==> config.mk <==
export PLATFORM = sky130hd
export DESIGN_NAME = http_response_stream_parser
export DESIGN_NICKNAME = d
export VERILOG_FILES = /design/src/design/hrsp_pkg.sv /design/src/design/http_response_stream_parser.sv /design/src/design/hrsp_parse.sv
export SDC_FILE = /design/constraint.sdc
export NUM_CORES = 1
export LEC_CHECK = 0
export ABC_AREA = 1
export BUFFER_PORTS_ARGS = -buffer_cell sky130_fd_sc_hd__buf_2
export CAP_MARGIN = 20
export CORE_UTILIZATION = 50
export CTS_CLUSTER_DIAMETER = 200
export DETAILED_ROUTE_END_ITERATION = 7
export HOLD_SLACK_MARGIN = 0.1
export PLACE_DENSITY = 0.72
export SYNTH_ARGS = -nofsm -noshare
export SYNTH_HDL_FRONTEND = slang
export SYNTH_HIERARCHICAL = 1
export SYNTH_SLANG_ARGS = --single-unit
==> constraint.sdc <==
create_clock -name clk -period 10.2 [get_ports clk]
set_clock_uncertainty 0.2 [all_clocks]
set_input_delay 3.06 -clock clk [delete_from_list [all_inputs] [get_ports clk]]
set_output_delay 3.06 -clock clk [all_outputs]
set_load 0.05 [all_outputs]
==> src/design/hrsp_pkg.sv <==
package hrsp_pkg;

  typedef struct packed {
    logic [7:0] rx_byte;
    logic       rx_last;
  } in_item_t;

  typedef struct packed {
    logic [7:0]         payload_byte;
    logic               payload_valid;
    logic               done_res;
    logic [1:0]         status;
    logic signed [63:0] ret_value;
  } out_item_t;

  localparam logic [1:0] PH_STATUS = 2'd0;
  localparam logic [1:0] PH_HEADER = 2'd1;
  localparam logic [1:0] PH_BODY   = 2'd2;
  localparam logic [1:0] PH_DONE   = 2'd3;

  localparam logic [2:0] VS_START  = 3'd0;
  localparam logic [2:0] VS_SIGN   = 3'd1;
  localparam logic [2:0] VS_DIGITS = 3'd2;
  localparam logic [2:0] VS_LF     = 3'd3;
  localparam logic [2:0] VS_ERR    = 3'd4;

  localparam logic [1:0] ST_OK      = 2'd0;
  localparam logic [1:0] ST_BAD     = 2'd1;
  localparam logic [1:0] ST_NOT200  = 2'd2;
  localparam logic [1:0] ST_NOSPACE = 2'd3;

  localparam logic [4:0] HDR_MATCHED  = 5'd16;
  localparam logic [4:0] HDR_MISMATCH = 5'd31;
  localparam logic [2:0] CODE_LEN     = 3'd3;
  localparam logic [2:0] CODE_BAD     = 3'd4;
  localparam logic [1:0] SPACE_MAX    = 2'd2;
  localparam logic [31:0] VALUE_BYTES = 32'd8;

  localparam logic [15:0] MAX_PAYLOAD_RESET = 16'd4096;

  localparam logic [7:0] CH_NUL   = 8'h00;
  localparam logic [7:0] CH_LF    = 8'h0A;
  localparam logic [7:0] CH_CR    = 8'h0D;
  localparam logic [7:0] CH_SP    = 8'h20;
  localparam logic [7:0] CH_PLUS  = 8'h2B;
  localparam logic [7:0] CH_MINUS = 8'h2D;
  localparam logic [7:0] CH_0     = 8'h30;
  localparam logic [7:0] CH_9     = 8'h39;
  localparam logic [7:0] CH_UA    = 8'h41;
  localparam logic [7:0] CH_UZ    = 8'h5A;
  localparam logic [7:0] CASE_OFS = 8'h20;

  typedef struct packed {
    logic [1:0]  phase;
    logic [1:0]  space_count;
    logic [2:0]  code_match_pos;
    logic [4:0]  header_match_pos;
    logic        line_empty;
    logic        after_cr;
    logic [31:0] length_acc;
    logic        length_known;
    logic        length_negative;
    logic [31:0] body_count;
    logic [63:0] value_shift;
    logic        verdict_given;
    logic        payload_fits;
    logic [2:0]  value_state;
  } parse_state_t;

  localparam parse_state_t PARSE_INIT = '{
    phase:            PH_STATUS,
    space_count:      2'd0,
    code_match_pos:   3'd0,
    header_match_pos: 5'd0,
    line_empty:       1'b1,
    after_cr:         1'b0,
    length_acc:       32'd0,
    length_known:     1'b0,
    length_negative:  1'b0,
    body_count:       32'd0,
    value_shift:      64'd0,
    verdict_given:    1'b0,
    payload_fits:     1'b0,
    value_state:      VS_START
  };

  function automatic logic [7:0] code_char(input logic [1:0] pos);
    case (pos)
      2'd0:    code_char = "2";
      2'd1:    code_char = "0";
      2'd2:    code_char = "0";
      default: code_char = CH_NUL;
    endcase
  endfunction

  function automatic logic [7:0] cl_char(input logic [3:0] pos);
    case (pos)
      4'd0:    cl_char = "c";
      4'd1:    cl_char = "o";
      4'd2:    cl_char = "n";
      4'd3:    cl_char = "t";
      4'd4:    cl_char = "e";
      4'd5:    cl_char = "n";
      4'd6:    cl_char = "t";
      4'd7:    cl_char = "-";
      4'd8:    cl_char = "l";
      4'd9:    cl_char = "e";
      4'd10:   cl_char = "n";
      4'd11:   cl_char = "g";
      4'd12:   cl_char = "t";
      4'd13:   cl_char = "h";
      4'd14:   cl_char = ":";
      4'd15:   cl_char = " ";
      default: cl_char = CH_NUL;
    endcase
  endfunction

endpackage

==> src/design/http_response_stream_parser.sv <==
// An accepted byte is held in the input register; its result is registered in the
// output register, from which it can be taken.
// Throughput: one received byte per cycle unless a stalled output holds it; the parse
// state lives in one register set, updated by the step logic between the two registers.
// Reset (rst, synchronous) clears the parse state, empties both registers and sets
// max_payload to 4096. Configuration writes are taken in every cycle.
module http_response_stream_parser (
  input  logic                clk,
  input  logic                rst,
  input  logic                in_valid,
  output logic                in_stall,
  input  hrsp_pkg::in_item_t  in_data,
  output logic                out_valid,
  input  logic                out_stall,
  output hrsp_pkg::out_item_t out_data,
  input  logic                cfg_valid,
  output logic                cfg_ready,
  input  logic [15:0]         cfg_data
);
  import hrsp_pkg::*;

  logic         in_q_valid;
  in_item_t     in_q;
  parse_state_t st;
  parse_state_t st_next;
  out_item_t    res;
  logic         has_res;
  logic [15:0]  max_payload;
  logic         advance;

  assign advance   = in_q_valid && (!out_valid || !out_stall);
  assign in_stall  = in_q_valid && out_valid && out_stall;
  assign cfg_ready = 1'b1;

  hrsp_parse u_parse (
    .st          (st),
    .item        (in_q),
    .max_payload (max_payload),
    .st_next     (st_next),
    .res         (res),
    .has_res     (has_res)
  );

  always_ff @(posedge clk) begin
    if (rst) begin
      max_payload <= MAX_PAYLOAD_RESET;
    end else if (cfg_valid && cfg_ready) begin
      max_payload <= cfg_data;
    end
  end

  always_ff @(posedge clk) begin
    if (rst) begin
      in_q_valid <= 1'b0;
    end else if (in_valid && !in_stall) begin
      in_q_valid <= 1'b1;
    end else if (advance) begin
      in_q_valid <= 1'b0;
    end
  end

  always_ff @(posedge clk) begin
    if (in_valid && !in_stall) begin
      in_q <= in_data;
    end
  end

  always_ff @(posedge clk) begin
    if (rst) begin
      st <= PARSE_INIT;
    end else if (advance) begin
      st <= st_next;
    end
  end

  always_ff @(posedge clk) begin
    if (rst) begin
      out_valid <= 1'b0;
    end else if (advance) begin
      out_valid <= has_res;
    end else if (!out_stall) begin
      out_valid <= 1'b0;
    end
  end

  always_ff @(posedge clk) begin
    if (advance) begin
      out_data <= res;
    end
  end

endmodule

==> src/design/hrsp_parse.sv <==
module hrsp_parse (
  input  hrsp_pkg::parse_state_t st,
  input  hrsp_pkg::in_item_t     item,
  input  logic [15:0]            max_payload,
  output hrsp_pkg::parse_state_t st_next,
  output hrsp_pkg::out_item_t    res,
  output logic                   has_res
);
  import hrsp_pkg::*;

  parse_state_t s;
  logic [7:0]  b;
  logic [7:0]  lc;
  logic        dig;
  logic [35:0] acc_times10;
  logic [35:0] limit;
  logic        ovf;
  logic [31:0] acc_minus8;
  logic        vd;
  logic [1:0]  vst;
  logic [63:0] vval;
  logic        pv;
  logic [7:0]  pb;

  assign b   = item.rx_byte;
  assign dig = (b >= CH_0) && (b <= CH_9);
  assign lc  = ((b >= CH_UA) && (b <= CH_UZ)) ? b + CASE_OFS : b;

  // Accumulator times ten plus the new digit, checked against the signed 32-bit range.
  assign acc_times10 = {1'b0, st.length_acc, 3'b000} + {3'b000, st.length_acc, 1'b0}
                     + {32'd0, b[3:0]};
  assign limit       = st.length_negative ? 36'h080000000 : 36'h07FFFFFFF;
  assign ovf         = acc_times10 > limit;
  assign acc_minus8  = st.length_acc - VALUE_BYTES;

  always_comb begin
    s    = st;
    vd   = 1'b0;
    vst  = ST_OK;
    vval = 64'd0;
    pv   = 1'b0;
    pb   = 8'd0;
    if (st.phase != PH_DONE) begin
      s.after_cr = 1'b0;
      if (!(st.after_cr && b == CH_LF)) begin
        case (st.phase)
          PH_STATUS: begin
            if (b == CH_NUL) begin
              vd  = 1'b1;
              vst = ST_BAD;
            end else if (b == CH_CR) begin
              if (st.space_count == 2'd0) begin
                vd  = 1'b1;
                vst = ST_BAD;
              end else if (st.code_match_pos == CODE_LEN) begin
                s.phase            = PH_HEADER;
                s.after_cr         = 1'b1;
                s.line_empty       = 1'b1;
                s.header_match_pos = 5'd0;
              end else begin
                vd  = 1'b1;
                vst = ST_NOT200;
              end
            end else if (b == CH_SP) begin
              if (st.space_count < SPACE_MAX) begin
                s.space_count = st.space_count + 2'd1;
              end
            end else if (st.space_count == 2'd1) begin
              if (st.code_match_pos < CODE_LEN &&
                  b == code_char(st.code_match_pos[1:0])) begin
                s.code_match_pos = st.code_match_pos + 3'd1;
              end else begin
                s.code_match_pos = CODE_BAD;
              end
            end
          end
          PH_HEADER: begin
            if (b == CH_NUL) begin
              vd  = 1'b1;
              vst = ST_BAD;
            end else if (b == CH_CR) begin
              if (st.line_empty) begin
                if (!st.length_known || st.length_negative ||
                    st.length_acc < VALUE_BYTES) begin
                  vd  = 1'b1;
                  vst = ST_BAD;
                end else begin
                  s.phase        = PH_BODY;
                  s.body_count   = 32'd0;
                  s.value_shift  = 64'd0;
                  s.payload_fits = acc_minus8 <= {16'd0, max_payload};
                  s.after_cr     = 1'b1;
                end
              end else if (st.header_match_pos == HDR_MATCHED &&
                           !(st.value_state == VS_DIGITS || st.value_state == VS_LF)) begin
                vd  = 1'b1;
                vst = ST_BAD;
              end else begin
                if (st.header_match_pos == HDR_MATCHED) begin
                  s.length_known = 1'b1;
                end
                s.line_empty       = 1'b1;
                s.header_match_pos = 5'd0;
                s.after_cr         = 1'b1;
              end
            end else begin
              s.line_empty = 1'b0;
              if (st.header_match_pos < HDR_MATCHED) begin
                if (lc == cl_char(st.header_match_pos[3:0])) begin
                  s.header_match_pos = st.header_match_pos + 5'd1;
                  if (s.header_match_pos == HDR_MATCHED) begin
                    s.length_acc      = 32'd0;
                    s.length_negative = 1'b0;
                    s.value_state     = VS_START;
                  end
                end else begin
                  s.header_match_pos = HDR_MISMATCH;
                end
              end else if (st.header_match_pos == HDR_MATCHED) begin
                case (st.value_state)
                  VS_START, VS_SIGN, VS_DIGITS: begin
                    if (dig) begin
                      s.value_state = ovf ? VS_ERR : VS_DIGITS;
                      if (!ovf) begin
                        s.length_acc = acc_times10[31:0];
                      end
                    end else if (st.value_state == VS_START && b == CH_PLUS) begin
                      s.value_state = VS_SIGN;
                    end else if (st.value_state == VS_START && b == CH_MINUS) begin
                      s.length_negative = 1'b1;
                      s.value_state     = VS_SIGN;
                    end else if (st.value_state == VS_DIGITS && b == CH_LF) begin
                      s.value_state = VS_LF;
                    end else begin
                      s.value_state = VS_ERR;
                    end
                  end
                  default: begin
                    s.value_state = VS_ERR;
                  end
                endcase
              end
            end
          end
          default: begin
            if (st.body_count < VALUE_BYTES) begin
              s.value_shift[{st.body_count[2:0], 3'b000} +: 8] =
                st.value_shift[{st.body_count[2:0], 3'b000} +: 8] | b;
            end else if (st.payload_fits) begin
              pv = 1'b1;
              pb = b;
            end
            s.body_count = st.body_count + 32'd1;
            if (s.body_count >= st.length_acc) begin
              vd = 1'b1;
              if (st.payload_fits) begin
                vst  = ST_OK;
                vval = s.value_shift;
              end else begin
                vst = ST_NOSPACE;
              end
            end
          end
        endcase
      end
    end
    if (vd) begin
      s.verdict_given = 1'b1;
      s.phase         = PH_DONE;
    end
    if (item.rx_last) begin
      if (!s.verdict_given) begin
        vd   = 1'b1;
        vst  = ST_BAD;
        vval = 64'd0;
      end
      s = PARSE_INIT;
    end
  end

  assign st_next           = s;
  assign has_res           = pv || vd;
  assign res.payload_byte  = pb;
  assign res.payload_valid = pv;
  assign res.done_res      = vd;
  assign res.status        = vst;
  assign res.ret_value     = vval;

endmodule

==> qor.txt, run 1 <==
post-synthesis xor/xnor area fraction - 2.79%
Post-DP HPWL - 44000 µm
sw power - 1.07 mW
FMAX - 145 MHz
CTS H-tree lvls - 1
fin util - 53.5%
Die W - 216 µm
complex-gate fraction of the synthesized area - 18.5%
Hold-fix buffers, CTS - 0
Routed wire per std cell - 15.7 µm
Final #Nets - 3753
ANT nets after route - 0
Simple-Gate Fraction of Synth Area - 31.2%
cell taking the most area after synthesis - dfxtp_1
post-synthesis mux area share - 0%
I/O pin count - 109
slowest stage delay, CP - 0.25 ns
DR vias/cell - 5.58
Total Power - 3.08 mW
clk root buf - clkbuf_16
r2r worst-path depth - 27
Adder-Cell Fraction of Synth Area - 8.84%
Total GRT Usage - 27.3%
share of the synthesized area in the top cell type - 14.6%
min Tclk post-route - 6.90 ns
DRT Pass-1 Iters - 7
Synth Cell Area - 23000 µm²
Slowest cell on crit path - buf_2
CP arrival - 3.64 ns
layout cells sized above 1 - 7.53%
largest net degree at the start of global routing - 106
Worst Tran Pin Value - 1.12 ns
post-route cell area - 24200 µm²
Power Density - 127 nW/µm²
worst hold margin - 0.279 ns
Hold EP - max_payload[12]$_SDFFE_PP1P_
Worst Hold Depth - 2
switching part of the total - 34.9%
Fin. Hold Viols - 0
placed cell area - 23200 µm²
outcome - completed
Reg2Reg Setup Slack - 4.06 ns
Hold Crit Class - flip-flop to flip-flop
clock slew at reported path FFs - 0.06 ns
initial drt markers - 2195
core area - 45300 µm²
Critical Path End Type - primary output
syn_nets - 3806
vias in the first global route - 20400
RSZ-0062 raised after global routing - false
Ys Warns - 6
total grt overflow - 0
Comb power frac - 26.4%
Synth area leaders - dfxtp_1 (15%), nand2_1 (13%), edfxtp_1 (11%)
Reg power frac - 38.5%
antenna violations before repair - 0
area grow syn2layout - 5.44%
routed wire length - 65600 µm
drt drc - 0
CP Max Fanout - 3
CP Data Required Time - 6.94 ns
sequential area share after synthesis - 25.7%
worst reg2reg startpoint - in_q[4]$_DFFE_PP_
Clock Power Share - 35.1%
CTS Sinks - 252
Skew-Pair Late Insertion Delay - 0.59 ns
main combinational cell family by area after synthesis - simple AND/OR/NAND/NOR gates
Buf+Inv Stages, Crit Path - 3
Internal - 2.01 mW
kind of critical path - input pin to primary output
Top cell by count, worst path - buf_2
CTS Buffer Depth - 3
FP Rows - 78
leakage power figure - 10.7 nW
worst min-delay path startpoint - max_payload[12]$_SDFFE_PP1P_
syn avg cell area - 6.35 µm²
Reg-to-Reg End - st[124]$_SDFFE_PP0P_
post-synthesis register bit count - 252
crit path cell chain - buf_2, nand3_1, inv_1, buf_2
routability cong. - 0.938
CTS Buf Count - 28
diode count - 0
final cycle utilization of the critical path - 67.6%
Fin Setup TNS - 0 ns
Rel. slew slack - 25.5%
top_reg_cell synth - dfxtp_1
post-synth cell types - 69
Die H - 216 µm
port bufs - 107
postcts setup bufs - 0
# resized after CTS - 0
kind of cell adding the most delay to the critical path - buffers and inverters
maxcap violations - 0
final setup fails - 0
Synth async-reset ratio - 0%
first-pass GRT wire length - 107000 µm
via count - 23300
CP Launch Type - input pin
CTS tree - built
Slew Limit Fails - 0
full die area - 46800 µm²
effective utilization at floorplan - 50.7%
Post-synth EDFFs - 85
Post-Synthesis Cells - 3615
Max VDD drop - 122 µV
==> placed cells by master, fill, tap and decap left out, types with 28 or more instances in the layout <==
cell type  synthesis  layout
nand3_1          266     266
inv_1            450     447
a21oi_1          386     386
dfxtp_1          167     165
edfxtp_1          85      85
nor2_1           410     409
o211ai_1          55      55
nand2_1          798     796
nand4_1           54      54
o21ai_1           54      54
clkbuf_16          0      28
ha_1             159     159
buf_2             93     107
xor2_1            64      64
nor3_1            46      46
o21ai_0          201     201
==> power groups by stage <==
stage / clock, mW / sequential (mW) / combinational (mW)
after floorplan: 0 / 1.22 / 0.609
after global placement: 0 / 1.21 / 0.786
after detailed placement: 0 / 1.21 / 0.797
after CTS: 1.10 / 1.19 / 0.802
after global routing: 1.13 / 1.20 / 0.916
final: 1.08 / 1.19 / 0.814
==> state kept, by name, summed over array words and instances, names as in the netlist <==
| name | count |
|---|---|
| out_valid | 1 |
| max_payload | 16 |
| st | 149 |
| out_data | 76 |
| in_q_valid | 1 |
| in_q | 9 |
==> worst reg2reg max path, cell delays in order (launching register included) <==
cell and delay, ns:
edfxtp_1 0.80, fa_1 0.59, ha_1 0.33, nand3_1 0.08, nand3_1 0.14, nand2_1 0.10
nand2_1 0.09, nand2_1 0.08, nand2_1 0.15, a21oi_1 0.28, o21bai_1 0.11, xor2_1 0.21
ha_1 0.28, a21oi_1 0.13, nor2_1 0.05, a211oi_1 0.28, nand2_1 0.09, nand2_1 0.54
buf_4 0.36, nand3_4 0.35, nand2_1 0.18, nand3_1 0.08, nand2_1 0.07, a21oi_1 0.05
inv_1 0.09, nand3_1 0.08, nand2_1 0.13, nor2_1 0.06
==> stage by stage <==
stage	setup WS, ns	std cells
final	3.31	4184
after global routing	3.25	4184
after CTS	3.30	4184
after detailed placement	3.30	4132
after global placement	3.30	4132
after floorplan	3.43	3615
==> logic make-up after synthesis <==
logic type,Yosys count
xor gates and xnor gates,73
adders and majority gates,161
AOI/OAI and AO/OA,774
and+or+nand+nor,1663
other,1
buffers and inverters,691
DFF,252
==> metal layers <==
metal | routed length, µm | vias to the layer above | GRT usage [%]
met5 | 0 | - | 0
met4 | 1640 | 0 | 6.74
met3 | 5650 | 99 | 3.27
met2 | 28300 | 938 | 43.1
met1 | 30000 | 10500 | 39.4
li1 | - | 11800 | -
==> cell type report <==
class                      instances  area [µm²]
multi-input combinational       2672       14100
sequential                       252        5900
clock inverter                    16         220
tap                              600         751
fill                            4626       21100
clock buffer                      36         741
timing repair buffer             128         693
inverter                         480        1810
==> synthesized netlist by cell type (6+ instances only) <==
cell type  instances
nand2_1          798
inv_1            450
nor2_1           410
a21oi_1          386
nand3_1          266
o21ai_0          201
dfxtp_1          167
ha_1             159
buf_2             93
edfxtp_1          85
clkbuf_1          69
xor2_1            64
o211ai_1          55
nand4_1           54
o21ai_1           54
nor3_1            46
inv_2             25
buf_6             24
nor4_1            16
buf_4             15
nand2_2           13
nor2_2            13
o221ai_1          13
a211oi_1          11
o21bai_1          11
xnor2_1            9
nor2_4             8
nand3_2            7
a21o_1             6
buf_1              6
==> worst max path at each step <==
stage,cells past startpoint,slack (ns),from,endpoint
6_report,4,3.31,out_stall,in_stall
5_1_grt,4,3.25,out_stall,in_stall
4_1_cts,4,3.30,out_stall,in_stall
3_5_place_dp,4,3.30,out_stall,in_stall
3_3_place_gp,4,3.30,out_stall,in_stall
2_1_floorplan,2,3.43,out_stall,in_stall
Note: power is estimated with default switching activity, not from simulation.
==> run 2: changes to the inputs <==
--- a/config.mk
+++ b/config.mk
@@ -12,7 +12,7 @@
 export CTS_CLUSTER_DIAMETER = 200
 export DETAILED_ROUTE_END_ITERATION = 7
 export HOLD_SLACK_MARGIN = 0.1
-export PLACE_DENSITY = 0.72
+export PLACE_DENSITY = 0.75
 export SYNTH_ARGS = -nofsm -noshare
 export SYNTH_HDL_FRONTEND = slang
 export SYNTH_HIERARCHICAL = 1
==> constraint.sdc (replaced) <==
create_clock -name clk -period 5.7 [get_ports clk]
set_clock_uncertainty 0.2 [all_clocks]
set_input_delay 1.71 -clock clk [delete_from_list [all_inputs] [get_ports clk]]
set_output_delay 1.71 -clock clk [all_outputs]
set_load 0.05 [all_outputs]
==> run 2 against run 1 <==
  * Cell count grew 0.74%
  * Total power grew 77%
  * Flip-flop and latch count did not move
  * Core utilization rose by 0.46 points
  * Critical path depth grew 28
  * Count of clock-buffer cells in the layout shrank 1
  * Register-to-register slack worse by 3.5 ns
  * Worst hold slack worse by 0.020 ns
  * Global-route usage shrank 0.27 points
  * Design area increased by 0.85%
  * Largest power group unchanged
==> qor.txt, run 2 (synthesis gave the netlist of run 1 again) <==
max reg flops - 149 (unchanged)
FP Rows - 78 (unchanged)
final cycle utilization of the critical path - 90.0%
Comb power frac - 27.8% (+1.4 points)
I/O pin count - 109 (unchanged)
Reg2Reg Setup Slack - 0.57 ns (-3.49 ns)
most frequent cells in the layout - nand2_1 (796), inv_1 (447), nor2_1 (409), a21oi_1 (386), nand3_1 (266)
total grt overflow - 0 (unchanged)
Max VDD drop - 237 µV (+94%)
most common cell after layout, fill and taps aside - nand2_1
sw power - 1.95 mW (+82%)
placed cell area - 23500 µm² (+1.0%)
clock slew at reported path FFs - 0.06 ns (about the same)
Worst Hold Depth - 2 (unchanged)
initial drt markers - 2332 (+6.2%)
area grow syn2layout - 6.34%
CP Max Fanout - 30 (+27)
Critical Path End Type - flip-flop
largest net degree at the start of global routing - 189 (+78%)
Hold-fix buffers, CTS - 0 (unchanged)
CTS tree - built
first-pass GRT wire length - 106000 µm (-1.1%)
slowest stage delay, CP - 0.61 ns (+0.36 ns)
CP Launch Type - flip-flop
via count - 23600 (+1.1%)
clk root buf - clkbuf_16
Fin Setup TNS - 0 ns (unchanged)
Die W - 216 µm (unchanged)
FMAX - 195 MHz
worst reg2reg startpoint - st[112]$_SDFFE_PP0P_
largest registers - st x149, out_data x76, max_payload x16
Hold EP - max_payload[12]$_SDFFE_PP1P_
layout cells sized above 1 - 8.41% (+0.88 points)
largest reg by FF count - st
worst min-delay path startpoint - max_payload[12]$_SDFFE_PP1P_
Fin. Hold Viols - 0 (unchanged)
Rel. slew slack - 26.8% (+1.3 points)
CP arrival - 5.46 ns (+1.82 ns)
Post-DP HPWL - 44900 µm (+2.0%)
CTS Buffer Depth - 3 (unchanged)
Reg-to-Reg End - st[132]$_SDFFE_PP0P_
Worst Tran Pin Value - 1.10 ns (-0.0181 ns)
RSZ-0062 raised after global routing - false
kind of critical path - flip-flop to flip-flop
post-route cell area - 24400 µm² (+0.85%)
ANT nets after route - 0 (unchanged)
DR vias/cell - 5.60 (+0.37%)
r2r worst-path depth - 32 (+19%)
final setup fails - 0 (unchanged)
Buf+Inv Stages, Crit Path - 5 (+2)
Internal - 3.50 mW (+74%)
crit path launch - st[112]$_SDFFE_PP0P_
outcome - completed
core area - 45300 µm² (unchanged)
postcts setup bufs - 0 (unchanged)
Hold Crit Class - flip-flop to flip-flop
maxcap violations - 0 (unchanged)
Skew-Pair Late Insertion Delay - 0.59 ns (about the same)
# resized after CTS - 0 (unchanged)
Total GRT Usage - 27.1% (-0.27 points)
drt drc - 0 (unchanged)
Routed wire per std cell - 15.6 µm (-0.33%)
antenna violations before repair - 1 (+1)
CP Data Required Time - 6.03 ns (-0.91 ns)
CTS H-tree lvls - 1 (unchanged)
CTS Buf Count - 29 (+3.6%)
diode count - 0 (unchanged)
Clock Power Share - 33.8% (-1.3 points)
port bufs - 107 (unchanged)
Power Density - 223 nW/µm² (+75%)
Reg power frac - 38.4% (about the same)
full die area - 46800 µm² (unchanged)
leakage power figure - 10.8 nW (+1.3%)
CTS Sinks - 252 (unchanged)
vias in the first global route - 20500 (+0.18%)
Final #Nets - 3783 (+0.80%)
kind of cell adding the most delay to the critical path - simple AND/OR/NAND/NOR gates
min Tclk post-route - 5.13 ns
Slew Limit Fails - 0 (unchanged)
effective utilization at floorplan - 50.7% (unchanged)
routed wire length - 65900 µm (+0.41%)
Top cell by count, worst path - nand2_1
DRT Pass-1 Iters - 6 (-1)
Die H - 216 µm (unchanged)
routability cong. - 0.960 (+2.4%)
Slowest cell on crit path - dfxtp_1
switching part of the total - 35.8% (+0.96 points)
run 2: final cells by class:
| cell class | instances | area, µm² |
|---|---|---|
| Fill cell | 4554 | 20900 |
| Sequential cell | 252 | 5900 |
| Clock inverter | 19 | 176 |
| Multi-Input combinational cell | 2672 | 14100 |
| Tap cell | 600 | 751 |
| Timing Repair Buffer | 157 | 936 |
| Clock buffer | 35 | 748 |
| Inverter | 480 | 1810 |
run 2: worst max path at each step:
stage,to,cells past startpoint
after floorplan,st[131]$_SDFFE_PP0P_,29
after global placement,st[132]$_SDFFE_PP0P_,32
after detailed placement,st[132]$_SDFFE_PP0P_,32
after CTS,st[132]$_SDFFE_PP0P_,32
after global routing,st[1]$_SDFFE_PP0P_,30
final,st[132]$_SDFFE_PP0P_,32
run 2: layer usage:
layer  part of all wire [%]  global-route usage [%]  wire length [µm]  up-vias
met4                    3.7                    10.7              2440        2
met2                     42                    41.0             27900     1017
li1                       -                       -                 -    11800
met3                    9.2                    4.07              6060      150
met1                     45                    38.3             29500    10600
met5                  0.020                       0                13        -
run 2: per-stage QoR:
step                setup WS (ns)  power [mW]  hold WS, ns  std cells  utilization [%]
global placement            0.676        3.59        0.242       4161             51.9
global route               0.0913        5.74        0.292       4215             53.9
detailed placement          0.661        3.61        0.246       4161             51.9
finish                      0.569        5.45        0.259       4215             53.9
floorplan                    1.47        3.27        0.229       3615                -
CTS                         0.635        5.46        0.261       4215             53.9
run 2: worst reg2reg max path, delay by kind of cell, from the launching register on:
kind	cells	cell delay, ns
AO/OA/AOI/OAI	2	0.44
adder cells (fa/ha/maj)	3	0.99
XOR/XNOR	1	0.24
buffers and inverters	5	0.57
AND/OR/NAND/NOR	21	2.03
flip-flops	1	0.61
run 2: power groups by stage:
stage	sequential [mW]	clock, mW	combinational [mW]
after floorplan	2.18	0	1.09
after global placement	2.13	0	1.47
after detailed placement	2.13	0	1.48
after CTS	2.09	1.87	1.49
after global routing	2.11	1.94	1.70
final	2.09	1.84	1.52
